===== config.mk =====
export PLATFORM = sky130hd
export DESIGN_NAME = dual_rgb_led_color_controller
export DESIGN_NICKNAME = d
export VERILOG_FILES = /design/src/dlcc_pkg.sv /design/src/dlcc_cfg.sv /design/src/dlcc_ctrl.sv /design/src/dlcc_datapath.sv /design/src/dual_rgb_led_color_controller.sv
export SDC_FILE = /design/constraint.sdc
export NUM_CORES = 2
export LEC_CHECK = 0
export ABC_AREA = 1
export BUFFER_PORTS_ARGS = -buffer_cell sky130_fd_sc_hd__buf_2
export CAP_MARGIN = 20
export CELL_PAD_IN_SITES_DETAIL_PLACEMENT = 1
export CELL_PAD_IN_SITES_GLOBAL_PLACEMENT = 1
export CORE_MARGIN = 3
export CORE_UTILIZATION = 40
export DETAILED_ROUTE_END_ITERATION = 6
export GPL_TIMING_DRIVEN = 0
export PLACE_DENSITY_LB_ADDON = 0.2
export SLEW_MARGIN = 40
export SYNTH_ARGS = -nofsm -noshare
export SYNTH_HDL_FRONTEND = slang
export SYNTH_HIERARCHICAL = 1
export SYNTH_SLANG_ARGS = --single-unit

===== constraint.sdc =====
create_clock -name aclk -period 14.9 [get_ports aclk]
set_input_delay 0.745 -clock aclk [delete_from_list [all_inputs] [get_ports aclk]]
set_output_delay 0.745 -clock aclk [all_outputs]
set_load 0.03 [all_outputs]

===== src/dlcc_pkg.sv =====
// ----------------------------------------------------------------------------
// dlcc_pkg
// Types, register indexes and sequencer codes of the dual RGB LED controller.
// ----------------------------------------------------------------------------
`default_nettype none

package dlcc_pkg;

    localparam int CFG_INDEX_W = 3;
    localparam int CFG_DATA_W  = 24;

    localparam logic [CFG_INDEX_W-1:0] REG_TAP_WINDOW   = 3'd0;
    localparam logic [CFG_INDEX_W-1:0] REG_ENC_STEP     = 3'd1;
    localparam logic [CFG_INDEX_W-1:0] REG_BOOST_GAIN   = 3'd2;
    localparam logic [CFG_INDEX_W-1:0] REG_SMOOTH_COEFF = 3'd3;
    localparam logic [CFG_INDEX_W-1:0] REG_RAINBOW_SPD  = 3'd4;
    localparam logic [CFG_INDEX_W-1:0] REG_SPEED_FLOOR  = 3'd5;
    localparam logic [CFG_INDEX_W-1:0] REG_KNOB_SCALE   = 3'd6;
    localparam logic [CFG_INDEX_W-1:0] REG_LED2_OFFSET  = 3'd7;

    localparam logic [1:0] HUE_INDEP    = 2'd0;
    localparam logic [1:0] HUE_MIRROR   = 2'd1;
    localparam logic [1:0] HUE_COMPL    = 2'd2;
    localparam logic [1:0] HUE_SPECTRUM = 2'd3;

    typedef struct packed {
        logic signed [4:0] encoder_steps;
        logic              encoder_press_edge;
        logic              button_one_edge;
        logic              button_two_edge;
        logic              button_one_held;
        logic              button_two_held;
        logic [15:0]       knob_one;
        logic [15:0]       knob_two;
        logic [31:0]       time_ms;
    } in_t;

    typedef struct packed {
        logic [15:0] first_red;
        logic [15:0] first_green;
        logic [15:0] first_blue;
        logic [15:0] second_red;
        logic [15:0] second_green;
        logic [15:0] second_blue;
        logic [1:0]  color_mode;
    } out_t;

    typedef struct packed {
        logic [15:0] tap_window_ms;
        logic [15:0] encoder_step;
        logic [16:0] boost_gain;
        logic [15:0] smoothing_coeff;
        logic [23:0] rainbow_speed;
        logic [15:0] speed_floor;
        logic [15:0] knob_phase_scale;
        logic [15:0] second_led_phase_offset;
    } cfg_t;

    typedef enum logic [3:0] {
        ST_IDLE, ST_RAINBOW, ST_KNOB1, ST_KNOB2, ST_HUE, ST_TGT1, ST_SMO1,
        ST_TGT2, ST_SMO2, ST_COL1, ST_COL2, ST_OUT
    } state_t;

    typedef enum logic [3:0] {
        OP_NONE, OP_RAINBOW, OP_KNOB1, OP_KNOB2, OP_HUE, OP_TGT1, OP_SMO1,
        OP_TGT2, OP_SMO2, OP_COL1, OP_COL2
    } op_t;

    typedef struct packed {
        logic load;
        op_t  op;
        logic out_load;
    } cmd_t;

endpackage

`default_nettype wire


===== src/dlcc_cfg.sv =====
// ----------------------------------------------------------------------------
// dlcc_cfg
// Configuration register file written through its own valid/ready channel.
// ----------------------------------------------------------------------------
`default_nettype none

module dlcc_cfg
    import dlcc_pkg::*;
(
    input  wire logic                   aclk,
    input  wire logic                   aresetn,
    input  wire logic                   cfg_valid,
    output logic                        cfg_ready,
    input  wire logic [CFG_INDEX_W-1:0] cfg_index,
    input  wire logic [CFG_DATA_W-1:0]  cfg_data,
    output cfg_t                        cfg
);

    cfg_t cfg_reg;

    assign cfg_ready = 1'b1;
    assign cfg       = cfg_reg;

    always_ff @(posedge aclk) begin
        if (!aresetn) begin
            cfg_reg.tap_window_ms           <= 16'd300;
            cfg_reg.encoder_step            <= 16'd1311;
            cfg_reg.boost_gain              <= 17'd98304;
            cfg_reg.smoothing_coeff         <= 16'd655;
            cfg_reg.rainbow_speed           <= 24'd2147484;
            cfg_reg.speed_floor             <= 16'd6554;
            cfg_reg.knob_phase_scale        <= 16'd19661;
            cfg_reg.second_led_phase_offset <= 16'd13107;
        end else if (cfg_valid) begin
            case (cfg_index)
                REG_TAP_WINDOW:   cfg_reg.tap_window_ms           <= cfg_data[15:0];
                REG_ENC_STEP:     cfg_reg.encoder_step            <= cfg_data[15:0];
                REG_BOOST_GAIN:   cfg_reg.boost_gain              <= cfg_data[16:0];
                REG_SMOOTH_COEFF: cfg_reg.smoothing_coeff         <= cfg_data[15:0];
                REG_RAINBOW_SPD:  cfg_reg.rainbow_speed           <= cfg_data[23:0];
                REG_SPEED_FLOOR:  cfg_reg.speed_floor             <= cfg_data[15:0];
                REG_KNOB_SCALE:   cfg_reg.knob_phase_scale        <= cfg_data[15:0];
                REG_LED2_OFFSET:  cfg_reg.second_led_phase_offset <= cfg_data[15:0];
                default:          cfg_reg <= cfg_reg;
            endcase
        end
    end

endmodule

`default_nettype wire


===== src/dlcc_ctrl.sv =====
// ----------------------------------------------------------------------------
// dlcc_ctrl
// Sequencer stepping the shared multiplier and owning the result handshake.
// ----------------------------------------------------------------------------
`default_nettype none

module dlcc_ctrl
    import dlcc_pkg::*;
(
    input  wire logic aclk,
    input  wire logic aresetn,
    input  wire logic s_valid,
    output logic      s_ready,
    output logic      m_valid,
    input  wire logic m_ready,
    output cmd_t      cmd
);

    state_t state_reg, state_next;
    logic   m_valid_reg, m_valid_next;
    logic   out_free;

    assign out_free = !m_valid_reg || m_ready;
    assign m_valid  = m_valid_reg;
    assign s_ready  = (state_reg == ST_IDLE);

    always_ff @(posedge aclk) begin
        if (!aresetn) begin
            state_reg   <= ST_IDLE;
            m_valid_reg <= 1'b0;
        end else begin
            state_reg   <= state_next;
            m_valid_reg <= m_valid_next;
        end
    end

    always_comb begin
        state_next = state_reg;
        case (state_reg)
            ST_IDLE:    if (s_valid) state_next = ST_RAINBOW;
            ST_RAINBOW: state_next = ST_KNOB1;
            ST_KNOB1:   state_next = ST_KNOB2;
            ST_KNOB2:   state_next = ST_HUE;
            ST_HUE:     state_next = ST_TGT1;
            ST_TGT1:    state_next = ST_SMO1;
            ST_SMO1:    state_next = ST_TGT2;
            ST_TGT2:    state_next = ST_SMO2;
            ST_SMO2:    state_next = ST_COL1;
            ST_COL1:    state_next = ST_COL2;
            ST_COL2:    state_next = ST_OUT;
            ST_OUT:     if (out_free) state_next = ST_IDLE;
            default:    state_next = ST_IDLE;
        endcase
    end

    always_comb begin
        cmd.load     = 1'b0;
        cmd.op       = OP_NONE;
        cmd.out_load = 1'b0;
        m_valid_next = m_valid_reg && !m_ready;
        case (state_reg)
            ST_IDLE:    cmd.load = s_valid;
            ST_RAINBOW: cmd.op = OP_RAINBOW;
            ST_KNOB1:   cmd.op = OP_KNOB1;
            ST_KNOB2:   cmd.op = OP_KNOB2;
            ST_HUE:     cmd.op = OP_HUE;
            ST_TGT1:    cmd.op = OP_TGT1;
            ST_SMO1:    cmd.op = OP_SMO1;
            ST_TGT2:    cmd.op = OP_TGT2;
            ST_SMO2:    cmd.op = OP_SMO2;
            ST_COL1:    cmd.op = OP_COL1;
            ST_COL2:    cmd.op = OP_COL2;
            ST_OUT: begin
                if (out_free) begin
                    cmd.out_load = 1'b1;
                    m_valid_next = 1'b1;
                end
            end
            default:    cmd.op = OP_NONE;
        endcase
    end

endmodule

`default_nettype wire


===== src/dlcc_datapath.sv =====
// ----------------------------------------------------------------------------
// dlcc_datapath
// Tick state, shared multiplier, smoothing and HSV to RGB conversion.
// ----------------------------------------------------------------------------
`default_nettype none

module dlcc_datapath
    import dlcc_pkg::*;
(
    input  wire logic aclk,
    input  wire logic aresetn,
    input  cmd_t      cmd,
    input  cfg_t      cfg,
    input  in_t       s_data,
    output out_t      m_data
);

    in_t         in_reg;
    logic [1:0]  mode_reg, mode_next;
    logic [16:0] mb_reg, mb_next;
    logic [31:0] phase_reg;
    logic        latch1_reg, latch1_next, latch2_reg, latch2_next;
    logic [31:0] tap1_reg, tap1_next, tap2_reg, tap2_next;
    logic [17:0] sm1_reg, sm2_reg;
    logic [15:0] off1_reg, off2_reg;
    logic [16:0] tgt_reg;
    logic [2:0]  sec1_reg, sec2_reg;
    logic [15:0] f1_reg, f2_reg;
    logic [16:0] t1_reg, t2_reg;
    out_t        out_reg;

    logic [23:0] mul_a;
    logic [17:0] mul_b;
    logic [41:0] prod;
    logic signed [21:0] bsum;
    logic [16:0] g1, g2, v1, v2;
    logic [16:0] ksum;
    logic [31:0] h1, h2;
    logic [34:0] h6a, h6b;
    logic [17:0] sm_cur, diff;
    logic        up;
    logic [34:0] rnd;
    logic [17:0] sm_new;

    function automatic logic [15:0] sat16(input logic [16:0] x);
        sat16 = x[16] ? 16'hFFFF : x[15:0];
    endfunction

    function automatic logic [47:0] hsv(input logic [2:0] sec, input logic [16:0] v,
                                        input logic [16:0] t);
        logic [16:0] q;
        logic [16:0] r, g, b;
        q = v - t;
        case (sec)
            3'd0:    begin r = v;     g = t;     b = 17'd0; end
            3'd1:    begin r = q;     g = v;     b = 17'd0; end
            3'd2:    begin r = 17'd0; g = v;     b = t;     end
            3'd3:    begin r = 17'd0; g = q;     b = v;     end
            3'd4:    begin r = t;     g = 17'd0; b = v;     end
            default: begin r = v;     g = 17'd0; b = q;     end
        endcase
        hsv = {sat16(r), sat16(g), sat16(b)};
    endfunction

    assign g1 = (in_reg.button_one_held || latch1_reg) ? cfg.boost_gain : 17'd65536;
    assign g2 = (in_reg.button_two_held || latch2_reg) ? cfg.boost_gain : 17'd65536;
    assign v1 = sm1_reg > 18'd65536 ? 17'd65536 : sm1_reg[16:0];
    assign v2 = sm2_reg > 18'd65536 ? 17'd65536 : sm2_reg[16:0];

    // first beat: brightness, mode and taps
    always_comb begin
        bsum = 22'(signed'({1'b0, mb_reg}))
             + 22'(s_data.encoder_steps) * 22'(signed'({1'b0, cfg.encoder_step}));
        if (bsum < 0)
            mb_next = 17'd0;
        else if (bsum > 22'sd65536)
            mb_next = 17'd65536;
        else
            mb_next = bsum[16:0];
        mode_next   = s_data.encoder_press_edge ? mode_reg + 2'd1 : mode_reg;
        latch1_next = latch1_reg;
        tap1_next   = tap1_reg;
        latch2_next = latch2_reg;
        tap2_next   = tap2_reg;
        if (s_data.button_one_edge) begin
            if ((s_data.time_ms - tap1_reg) < {16'd0, cfg.tap_window_ms})
                latch1_next = !latch1_reg;
            tap1_next = s_data.time_ms;
        end
        if (s_data.button_two_edge) begin
            if ((s_data.time_ms - tap2_reg) < {16'd0, cfg.tap_window_ms})
                latch2_next = !latch2_reg;
            tap2_next = s_data.time_ms;
        end
    end

    always_comb begin
        sm_cur = (cmd.op == OP_SMO2) ? sm2_reg : sm1_reg;
        up     = {1'b0, tgt_reg} >= sm_cur;
        diff   = up ? {1'b0, tgt_reg} - sm_cur : sm_cur - {1'b0, tgt_reg};
    end

    always_comb begin
        mul_a = 24'd0;
        mul_b = 18'd0;
        case (cmd.op)
            OP_RAINBOW: begin
                mul_a = cfg.rainbow_speed;
                mul_b = {1'b0, mb_reg} + {2'b0, cfg.speed_floor};
            end
            OP_KNOB1: begin
                mul_a = {8'd0, cfg.knob_phase_scale};
                mul_b = {2'd0, in_reg.knob_one};
            end
            OP_KNOB2: begin
                mul_a = {8'd0, cfg.knob_phase_scale};
                mul_b = {2'd0, in_reg.knob_two};
            end
            OP_TGT1: begin
                mul_a = {7'd0, g1};
                mul_b = {1'b0, mb_reg};
            end
            OP_TGT2: begin
                mul_a = {7'd0, g2};
                mul_b = {1'b0, mb_reg};
            end
            OP_SMO1, OP_SMO2: begin
                mul_a = {8'd0, cfg.smoothing_coeff};
                mul_b = diff;
            end
            OP_COL1: begin
                mul_a = {8'd0, f1_reg};
                mul_b = {1'b0, v1};
            end
            OP_COL2: begin
                mul_a = {8'd0, f2_reg};
                mul_b = {1'b0, v2};
            end
            default: begin
                mul_a = 24'd0;
                mul_b = 18'd0;
            end
        endcase
    end

    assign prod   = {18'd0, mul_a} * {24'd0, mul_b};
    assign rnd    = {1'b0, prod[33:0]} + 35'd32768;
    assign sm_new = up ? sm_cur + rnd[33:16] : sm_cur - rnd[33:16];

    always_comb begin
        ksum = {1'b0, in_reg.knob_one} + {1'b0, in_reg.knob_two};
        case (mode_reg)
            HUE_INDEP: begin
                h1 = {in_reg.knob_one, 16'd0};
                h2 = {in_reg.knob_two, 16'd0};
            end
            HUE_MIRROR: begin
                h1 = {ksum[16:1], 16'd0};
                h2 = h1;
            end
            HUE_COMPL: begin
                h1 = {in_reg.knob_one, 16'd0};
                h2 = h1 + 32'h8000_0000;
            end
            default: begin
                h1 = phase_reg + {off1_reg, 16'd0};
                h2 = phase_reg + {off2_reg, 16'd0} + {cfg.second_led_phase_offset, 16'd0};
            end
        endcase
        h6a = {1'b0, h1, 2'b0} + {2'b0, h1, 1'b0};
        h6b = {1'b0, h2, 2'b0} + {2'b0, h2, 1'b0};
    end

    always_ff @(posedge aclk) begin
        if (!aresetn) begin
            mode_reg   <= HUE_INDEP;
            mb_reg     <= 17'd32768;
            phase_reg  <= 32'd0;
            latch1_reg <= 1'b0;
            latch2_reg <= 1'b0;
            tap1_reg   <= 32'd0;
            tap2_reg   <= 32'd0;
            sm1_reg    <= 18'd32768;
            sm2_reg    <= 18'd32768;
        end else begin
            if (cmd.load) begin
                mode_reg   <= mode_next;
                mb_reg     <= mb_next;
                latch1_reg <= latch1_next;
                latch2_reg <= latch2_next;
                tap1_reg   <= tap1_next;
                tap2_reg   <= tap2_next;
            end
            if (cmd.op == OP_RAINBOW && mode_reg == HUE_SPECTRUM)
                phase_reg <= phase_reg + {6'd0, prod[41:16]};
            if (cmd.op == OP_SMO1)
                sm1_reg <= sm_new;
            if (cmd.op == OP_SMO2)
                sm2_reg <= sm_new;
        end
    end

    always_ff @(posedge aclk) begin
        if (cmd.load)
            in_reg <= s_data;
        case (cmd.op)
            OP_KNOB1: off1_reg <= prod[31:16];
            OP_KNOB2: off2_reg <= prod[31:16];
            OP_HUE: begin
                sec1_reg <= h6a[34:32];
                f1_reg   <= h6a[31:16];
                sec2_reg <= h6b[34:32];
                f2_reg   <= h6b[31:16];
            end
            OP_TGT1, OP_TGT2: tgt_reg <= prod[32:16];
            OP_COL1: t1_reg <= prod[32:16];
            OP_COL2: t2_reg <= prod[32:16];
            default: tgt_reg <= tgt_reg;
        endcase
        if (cmd.out_load) begin
            {out_reg.first_red, out_reg.first_green, out_reg.first_blue}
                <= hsv(sec1_reg, v1, t1_reg);
            {out_reg.second_red, out_reg.second_green, out_reg.second_blue}
                <= hsv(sec2_reg, v2, t2_reg);
            out_reg.color_mode <= mode_reg;
        end
    end

    assign m_data = out_reg;

endmodule

`default_nettype wire


===== src/dual_rgb_led_color_controller.sv =====
// ----------------------------------------------------------------------------
// dual_rgb_led_color_controller
// Brightness, boost, hue modes and HSV to RGB for two LEDs, one beat per tick.
//
//   channel   ports              beat
//   input     s_valid/s_ready    one control tick (in_t)
//   result    m_valid/m_ready    six colors and the mode (out_t)
//   config    cfg_valid/ready    register index and data
//
// After acceptance in the idle state, one shared multiplier runs ten
// sequenced steps, then the result register loads. s_ready is high only
// while the sequencer is idle; the next tick is taken while the previous
// result still waits. A stalled result holds the sequencer in its last
// step. Synchronous active-low reset.
// ----------------------------------------------------------------------------
`default_nettype none

module dual_rgb_led_color_controller
    import dlcc_pkg::*;
(
    input  wire logic                   aclk,
    input  wire logic                   aresetn,
    input  wire logic                   s_valid,
    output logic                        s_ready,
    input  in_t                         s_data,
    output logic                        m_valid,
    input  wire logic                   m_ready,
    output out_t                        m_data,
    input  wire logic                   cfg_valid,
    output logic                        cfg_ready,
    input  wire logic [CFG_INDEX_W-1:0] cfg_index,
    input  wire logic [CFG_DATA_W-1:0]  cfg_data
);

    cfg_t cfg;
    cmd_t cmd;

    dlcc_cfg u_cfg (
        .aclk      (aclk),
        .aresetn   (aresetn),
        .cfg_valid (cfg_valid),
        .cfg_ready (cfg_ready),
        .cfg_index (cfg_index),
        .cfg_data  (cfg_data),
        .cfg       (cfg)
    );

    dlcc_ctrl u_ctrl (
        .aclk    (aclk),
        .aresetn (aresetn),
        .s_valid (s_valid),
        .s_ready (s_ready),
        .m_valid (m_valid),
        .m_ready (m_ready),
        .cmd     (cmd)
    );

    dlcc_datapath u_dp (
        .aclk    (aclk),
        .aresetn (aresetn),
        .cmd     (cmd),
        .cfg     (cfg),
        .s_data  (s_data),
        .m_data  (m_data)
    );

endmodule

`default_nettype wire

==> flow_summary.toml <==
[synth]
yosys_warnings = 6
yosysTopAreaCellShare = 0.157
synth_area_um2 = 55700
syn_nets = 8367
synth-main-ff-cell = "dfxtp_1"
ys_seq_elements = 547
synth.area.top_cells = "fa_1, edfxtp_1, ha_1, dfxtp_1, nand2_1"
yosysSeqAreaShare = 0.242
synth_edf_count = 252
synth_cell_type_count = 68
synth-async-reset-ratio = 0
synth_area_per_cell_um2 = 7.58
netlist_instances = 7348
yosys.area.top_type = "fa_1"

[placement]
dp.final_hpwl_um = 188000
gp_congestion = 0.993
io_buffers = 201

[sta]
slew_headroom = 0.345
max_freq_mhz = 71.3
skew_ns = 0.0498
rsz0062_at_grt = "false"
holdWs_ns = 0.239
drv_slew = 0
fin_tns_setup_ns = 0
tightestPinTransition_ns = 0.979
hold_violations = 0
setup_violations = 0
timing.final.crit_share = 0.942
period_minus_slack_ns = 14.03

[cts]
path_clk_slew_ns = 0.06
cts_root_buf = "clkbuf_16"
clock_sinks = 547
clk_path_buf_depth = 3
insertion_delay_ns = 0.69
tritoncts = "done"
cts_buffers = 71
htree_levels = 3

[route]
antenna_left = 0
num_vias = 52700
drc = 0
routed_via_density = 5.54
wirelength_um = 228000
drt_iter0_markers = 3452
wire_per_inst_um = 23.9
drt_pre_antenna_iters = 6

[global_route]
grt_pass1_wl_um = 341000
overflow = 0
grt_util_all_layers = 0.315
antenna_found_initial = 12
grt_max_degree = 27
grt_pass1_vias = 55600

[die]
die_area_um2 = 144000
initial_core_util = 0.404
core.rowCount = 136
core_um2 = 138000
ios = 207
die_w_um = 379
fp.dieH_um = 379

[outcome]
status = "finished, final reports clean"

[setup_path]
critical_path_class = "register to register"
critPathArrivalTime_ns = 14.59
path_max_fanout = 10
critPathMaxStageDelay_ns = 0.53
crit_path_end_kind = "register"
critPathSlowestCell = "fa_1"
path_common_cell = "nand2_1"
cp-start-kind = "register"
critical_path_required_ns = 15.46

[power]
p_per_area_nw_per_um2 = 121
peakVddDrop_mv = 0.142
p_leak_nw = 30.1
fin_total_pwr_mw = 7.50

[cells_and_area]
n_fill_cell = 17100
area_delta_synth_final_pct = 11.4
layout.nets = 8678
drive_above_1_share = 0.0832
largest_reg_flops = 137

[flow_run]
cap_violations = 0

[hold_path]
hold_class = "input port to register"
routing by layer:
| layer | track usage | vias to the layer above | routed length [um] |
|---|---|---|---|
| met3 | 0.0378 | 384 | 12000 |
| met2 | 0.541 | 1481 | 109000 |
| met1 | 0.402 | 26400 | 96400 |
| met4 | 0.126 | 10 | 10100 |
| met5 | 0 | - | 61 |
| li1 | - | 24400 | - |
path summary, 6_finish.rpt:
check,startpoint,to,slack (ns),cells past startpoint
setup / recovery,u_ctrl/state_reg[3],u_dp/sm1_reg[16],0.87,67
hold / removal,s_data[45],u_dp/in_reg[45],0.24,1
setup reg to reg,u_ctrl/state_reg[3],u_dp/sm1_reg[16],0.87,67
hold reg to reg,u_dp/tap1_reg[21],u_dp/tap1_reg[21],0.46,2
worst max-delay path, delay by kind of cell (launching register included):
family          cells  cell delay (ns)
compound gates      8             2.03
xor+xnor            2             0.45
fa+ha+maj          11             4.76
buf+inv            16             2.07
flops               1             0.51
simple gates       30             4.03
cell families (layout without fill, tap and decap cells):
kind of cell	after synthesis	after routing	share of synthesized area
and+or+nand+nor	2800	2800	0.212
buffers and inverters	1533	1901	0.106
AOI/OAI and AO/OA	1339	1339	0.142
adders and majority gates	913	913	0.264
DFF	547	547	0.242
xor gates and xnor gates	213	213	0.0342
muxes	2	2	0.000359
other	1	2	0.0000673
power by group:
| part | internal [mW] | switching, mW | total [mW] | leakage, nW |
|---|---|---|---|---|
| logic | 1.12 | 2.73 | 3.86 | 24.2 |
| clock network | 1.09 | 0.746 | 1.84 | 1.19 |
| registers | 1.73 | 0.0714 | 1.80 | 4.71 |
| total | 3.95 | 3.55 | 7.50 | 30.1 |
cell usage after synthesis (6+ instances only):
| master | instances |
|---|---|
| nand2_1 | 1527 |
| inv_1 | 1279 |
| nor2_1 | 647 |
| a21oi_1 | 619 |
| ha_1 | 477 |
| fa_1 | 436 |
| nand3_1 | 321 |
| dfxtp_1 | 295 |
| o21ai_0 | 279 |
| edfxtp_1 | 252 |
| xor2_1 | 156 |
| clkbuf_1 | 137 |
| o22ai_1 | 62 |
| nand4_1 | 60 |
| nor3_1 | 55 |
| xnor2_1 | 53 |
| o21bai_1 | 52 |
| nand2_2 | 47 |
| a22o_1 | 43 |
| buf_2 | 41 |
| a31oi_1 | 37 |
| o2111ai_1 | 36 |
| inv_2 | 34 |
| or2_2 | 34 |
| a21o_1 | 27 |
| o21a_1 | 27 |
| o211ai_1 | 26 |
| nor4_1 | 22 |
| nand3b_1 | 19 |
| nor2_2 | 18 |
| o21ai_1 | 18 |
| buf_4 | 17 |
| o221ai_1 | 17 |
| a221oi_1 | 15 |
| clkinv_1 | 15 |
| nor2_4 | 15 |
| o31ai_1 | 14 |
| a2111oi_2 | 12 |
| a211oi_1 | 12 |
| nand3_2 | 12 |
| a21boi_0 | 9 |
| a22oi_1 | 8 |
| buf_1 | 8 |
| nor3_2 | 6 |
area by class of cell:
| cell class | count | area (um^2) | area share |
|---|---|---|---|
| multi-input cells | 5268 | 36600 | 0.590 |
| flip-flops and latches | 547 | 13500 | 0.217 |
| inverters | 1328 | 4990 | 0.0804 |
| well taps | 1794 | 2240 | 0.0362 |
| clock buffers | 87 | 1920 | 0.0309 |
| repair buffers | 238 | 1380 | 0.0222 |
| plain buffers | 205 | 925 | 0.0149 |
| clock inverters | 43 | 513 | 0.00827 |
| diodes | 1 | 2.50 | 0.0000403 |
cell usage in the layout (no fill, tap or decap), types with 52 or more instances in the layout:
master / count
clkbuf_1: 132
inv_1: 1279
a21oi_1: 617
nand2_1: 1525
nand4_1: 60
ha_1: 477
xor2_1: 156
nand3_1: 321
xnor2_1: 53
dfxtp_1: 295
o22ai_1: 62
nor2_1: 643
edfxtp_1: 252
clkbuf_16: 73
fa_1: 436
o21bai_1: 52
o21ai_0: 279
buf_2: 248
repair_timing:
item                                   4_1_cts  5_1_grt
buffers inserted                             0        2
setup endpoints to repair                    0       27
gates resized for setup                      0       14
endpoints found under the hold margin        0        0
hold buffers                                 0        0
metrics by stage:
| stage | setup slack [ns] | cells | utilization | area [um^2] |
|---|---|---|---|---|
| finish | 0.867 | 9511 | 0.450 | 62000 |
| global route | 0.0860 | 9510 | 0.450 | 62000 |
| CTS | 0.516 | 9506 | 0.450 | 62000 |
| detailed placement | 0.584 | 9376 | 0.432 | 59600 |
| global placement | 0.687 | 9343 | 0.428 | 59000 |
| floorplan | 4.02 | 7348 | - | 55700 |
Note: power is estimated with default switching activity, not from simulation.
